--- src/rtl/dgcd_pkg.sv ---
package dgcd_pkg;

    // Fixed field widths of the streaming payload and the configuration register.
    localparam int OP_W           = 2;
    localparam int VERTEX_FIELD_W = 6;
    localparam int COUNT_FIELD_W  = 7;

    // Common width for comparing the vertex count against field values and the size.
    localparam int WIDE_W = 8;

    // Default number of vertices the stores are built for.
    localparam int DEF_VERTICES = 64;

    // Vertex count after reset.
    localparam logic [COUNT_FIELD_W-1:0] VCOUNT_RESET = COUNT_FIELD_W'(64);

    // Operation codes carried in s_tuser.
    typedef enum logic [OP_W-1:0] {
        OP_ADD_EDGE    = 2'd0,
        OP_CLEAR_EDGES = 2'd1,
        OP_CHECK       = 2'd2,
        OP_UNUSED      = 2'd3
    } op_t;

    // Search marks held per vertex.
    typedef enum logic [1:0] {
        MARK_NEW  = 2'd0,
        MARK_PATH = 2'd1,
        MARK_DONE = 2'd2
    } mark_t;

    // Commands from the controller to the datapath.
    typedef struct packed {
        logic add_edge;
        logic clear_edges;
        logic check_init;
        logic rd_start_mark;
        logic next_start;
        logic push_start;
        logic cursor_inc;
        logic take_edge;
        logic push_cand;
        logic pop;
        logic load_parent;
        logic result_load;
        logic res_bit;
    } cmd_t;

    // Status flags from the datapath to the controller.
    typedef struct packed {
        logic start_end;
        logic cursor_end;
        logic row_bit;
        logic mark_path;
        logic mark_new;
        logic last_frame;
        logic out_free;
    } sts_t;

endpackage

--- src/rtl/dgcd_ctrl.sv ---
module dgcd_ctrl (
    input  logic                       aclk,
    input  logic                       aresetn,
    input  logic                       s_tvalid,
    output logic                       s_tready,
    input  logic [dgcd_pkg::OP_W-1:0]  s_op,
    output dgcd_pkg::cmd_t             cmd,
    input  dgcd_pkg::sts_t             sts
);
    import dgcd_pkg::*;

    typedef enum logic [2:0] {
        ST_IDLE,
        ST_START,
        ST_START_W,
        ST_SCAN,
        ST_MARK_W,
        ST_PARENT,
        ST_RES
    } state_t;

    state_t state_reg, state_next;
    logic   res_reg, res_next;

    // New transactions are taken only between searches.
    assign s_tready = (state_reg == ST_IDLE);

    // Next state and command decode.
    always_comb begin
        cmd        = '0;
        state_next = state_reg;
        res_next   = res_reg;
        unique case (state_reg)
            ST_IDLE: begin
                if (s_tvalid) begin
                    unique case (s_op)
                        OP_ADD_EDGE:    cmd.add_edge = 1'b1;
                        OP_CLEAR_EDGES: cmd.clear_edges = 1'b1;
                        OP_CHECK: begin
                            cmd.check_init = 1'b1;
                            state_next     = ST_START;
                        end
                        default: ;
                    endcase
                end
            end
            ST_START: begin
                if (sts.start_end) begin
                    res_next   = 1'b0;
                    state_next = ST_RES;
                end else begin
                    cmd.rd_start_mark = 1'b1;
                    state_next        = ST_START_W;
                end
            end
            ST_START_W: begin
                if (sts.mark_new) begin
                    cmd.push_start = 1'b1;
                    state_next     = ST_SCAN;
                end else begin
                    cmd.next_start = 1'b1;
                    state_next     = ST_START;
                end
            end
            ST_SCAN: begin
                if (sts.cursor_end) begin
                    cmd.pop = 1'b1;
                    if (sts.last_frame) begin
                        cmd.next_start = 1'b1;
                        state_next     = ST_START;
                    end else begin
                        state_next = ST_PARENT;
                    end
                end else if (!sts.row_bit) begin
                    cmd.cursor_inc = 1'b1;
                end else begin
                    cmd.take_edge = 1'b1;
                    state_next    = ST_MARK_W;
                end
            end
            ST_MARK_W: begin
                if (sts.mark_path) begin
                    res_next   = 1'b1;
                    state_next = ST_RES;
                end else if (sts.mark_new) begin
                    cmd.push_cand = 1'b1;
                    state_next    = ST_SCAN;
                end else begin
                    state_next = ST_SCAN;
                end
            end
            ST_PARENT: begin
                cmd.load_parent = 1'b1;
                state_next      = ST_SCAN;
            end
            ST_RES: begin
                if (sts.out_free) begin
                    cmd.result_load = 1'b1;
                    cmd.res_bit     = res_reg;
                    state_next      = ST_IDLE;
                end
            end
            default: state_next = ST_IDLE;
        endcase
    end

    // State and result bit.
    always_ff @(posedge aclk) begin
        if (!aresetn) begin
            state_reg <= ST_IDLE;
            res_reg   <= 1'b0;
        end else begin
            state_reg <= state_next;
            res_reg   <= res_next;
        end
    end

endmodule

--- config.mk ---
export PLATFORM = sky130hd
export DESIGN_NAME = dgcd_ctrl
export DESIGN_NICKNAME = d
export VERILOG_FILES = /design/src/rtl/dgcd_pkg.sv /design/src/rtl/dgcd_ctrl.sv
export SDC_FILE = /design/constraint.sdc
export NUM_CORES = 1
export LEC_CHECK = 0
export BUFFER_PORTS_ARGS = -buffer_cell sky130_fd_sc_hd__buf_4
export CAP_MARGIN = 10
export CORE_MARGIN = 1
export CORE_UTILIZATION = 25
export CTS_BUF_LIST = sky130_fd_sc_hd__clkbuf_16
export DETAILED_ROUTE_END_ITERATION = 8
export GPL_TIMING_DRIVEN = 0
export SYNTH_ARGS = -nofsm -noshare
export SYNTH_HDL_FRONTEND = slang
export SYNTH_SLANG_ARGS = --single-unit
--- constraint.sdc ---
create_clock -name aclk -period 1.4 [get_ports aclk]
set_input_delay 0.28 -clock aclk [delete_from_list [all_inputs] [get_ports aclk]]
set_output_delay 0.28 -clock aclk [all_outputs]
set_load 0.01 [all_outputs]
==> metrics.txt <==
status=finished, violations left; failing checks=setup timing; Startpoint Class=flip-flop; distinct cell type count after synthesis=33; fmax=0.650 GHz; Worst Hold Class=in2reg; Post-synth EDFFs=0; met3 Use GR=4.80%; CTS Root Cell=clkbuf_16; reg2reg start=state_reg[2]$_SDFFE_PN0P_; register area share after synthesis=17.2%; routed vias/inst=4.90; Top-Level Pins=26; Leakage=0.453 nW; Layout Skew=0.00223 ns; top cells by count, synth=nor2_1, dfxtp_1, buf_6, nand3b_1; PortBufs=25; Area growth, synth to finish=119%; antenna violations before repair=0; RSZ-0062 raised after global routing=true; CTS Buffer Depth=2; largest net degree at the start of global routing=11; DP Wirelength=960 µm; top cell type's share of synthesized area=17.2%; routability cong.=0.735; Avg Cell Area, Syn=8.64 µm²; DRC Markers=0; Critical Path Source=state_reg[1]$_SDFFE_PN0P_; Crit Path Max Fanout=6; Rel. slew slack=79.1%; final antenna-violating net count=0; Vias=598; flip-flop count of the largest register after layout=3; yosys synthesis warning count=0; Final Setup Violations=15; Pre-antenna DRT Iters=4; Die Footprint=2040 µm²; leading area contributor after synthesis=dfxtp_1; Post-Syn Nets=66; die width=45.2 µm; Final #Nets=111; Starting Density=26.7%; H-tree depth=1; fraction of registers with async set or reset after synthesis=0%; core outline area=1750 µm²; Max-Cap Viols=0; Worst Tran Pin Value=0.311 ns; DRT Wirelength=1730 µm; CTS tree=built; final worst slack=-0.138 ns; Mapped Cells=54; Tmin final=1.54 ns; clk_lat worst skew=0.23 ns; most numerous cell in the Yosys netlist=nor2_1; drt wl/cell=14.2 µm; M2 GR Usage=27.2%; Crit path required time=1.12 ns; M1 GR Usage=19.0%; HP Start=sts[6]; Max Slew Vio Count=0; Yosys reg bits=4; Die Span Y=45.2 µm; final count of hold timing violations=0; final worst-path cycle share=110%; top cells by area, synth=dfxtp_1, buf_6, nor2_1; iteration-0 DRC count of the detailed router=19; ANT cells=0; GRT Resource Usage Total=16.5%; clk sinks=4; Worst-path clk slew=0.03 ns; path type of the worst setup path=reg2out; GRT overflow=0; Fin Hold WS=0.270 ns; Core Rows=15; CTS Hold Buffers Added=0; post-synthesis cell area=467 µm²; most frequently used flop master after synthesis=dfxtp_1; vias in the first global route=552; critical path arrival=1.26 ns; gr busiest metal=met2; power density over cell area=984 nW/µm²; Peak VDD IR=0.569 mV; CP Capture Type=primary output; total CTS buffers=3; setup TNS=-1.09 ns; first-pass GRT wire length=2360 µm; layout cells sized above 1=70.1%
-- metal layers --
layer / part of all wire (%) / vias to the layer above / routed length [µm]
li1: - / 292 / -
met1: 44 / 284 / 754
met2: 51 / 18 / 876
met3: 3.8 / 4 / 65
met4: 1.8 / 0 / 31
met5: 0 / - / 0
-- layout make-up --
type / count / area (µm²)
Sequential cell: 4 / 87.6
Fill cell: 143 / 722
Multi-Input combinational cell: 44 / 408
Timing Repair Buffer: 40 / 354
Tap cell: 25 / 31.3
Clock buffer: 3 / 75.1
Inverter: 1 / 3.75
Buffer: 5 / 63.8
-- final timing paths --
kind                               end  slack [ns]  cells past startpoint
max                             cmd[0]       -0.14                      5
min               res_reg$_SDFFE_PN0P_        0.27                      2
max reg2reg  state_reg[1]$_SDFFE_PN0P_       -0.04                      7
min reg2reg       res_reg$_SDFFE_PN0P_        0.55                      2
-- critical path, stage by stage, from the launching register on --
cell     delay [ns]
dfxtp_1        0.29
buf_6          0.13
and2b_1        0.18
and3_4         0.17
and2_4         0.15
buf_6          0.11
-- logic make-up (layout without fill, tap and decap cells) --
family                 Yosys count  count (layout)  synth area share [%]
AOI/OAI and AO/OA               11              11                  18.5
buffers and inverters            6              49                  10.2
and+or+nand+nor                 33              33                  54.2
DFF                              4               4                  17.2
-- power breakdown --
part           switching (mW)  internal [mW]  leakage, nW
clock                  0.0802          0.365       0.0370
sequential             0.0146          0.127       0.0340
combinational           0.190          0.231        0.382
total                   0.285          0.722        0.453
-- layout by cell type (no fill, tap or decap), drive strengths merged, types with 2 or more instances in the layout --
cell type	count
a211oi	3
a31oi	2
and3	2
and3b	2
and4b	2
buf	43
clkbuf	5
dfxtp	4
nand2	2
nand3b	3
nor2	8
nor3	3
nor3b	2
nor4	2
o21ai	2
-- stage by stage --
stage	util [%]	power (mW)	std cells	cell area (µm²)	setup slack (ns)
final	58.6	1.01	122	1020	-0.138
after global routing	58.6	1.05	122	1020	-0.164
after CTS	50.8	0.941	115	886	-0.132
after detailed placement	39.6	0.402	104	692	-0.0492
after global placement	39.6	0.401	104	692	-0.0311
after floorplan	-	0.305	54	473	0.0774
-- repair_timing --
item | CTS | global route
pin swaps | 8 | 7
resized for setup | 15 | 12
endpoints found under the setup margin | 13 | 13
gates cloned | 0 | 2
buffers inserted | 8 | 5
(Power assumes the default switching activity.)
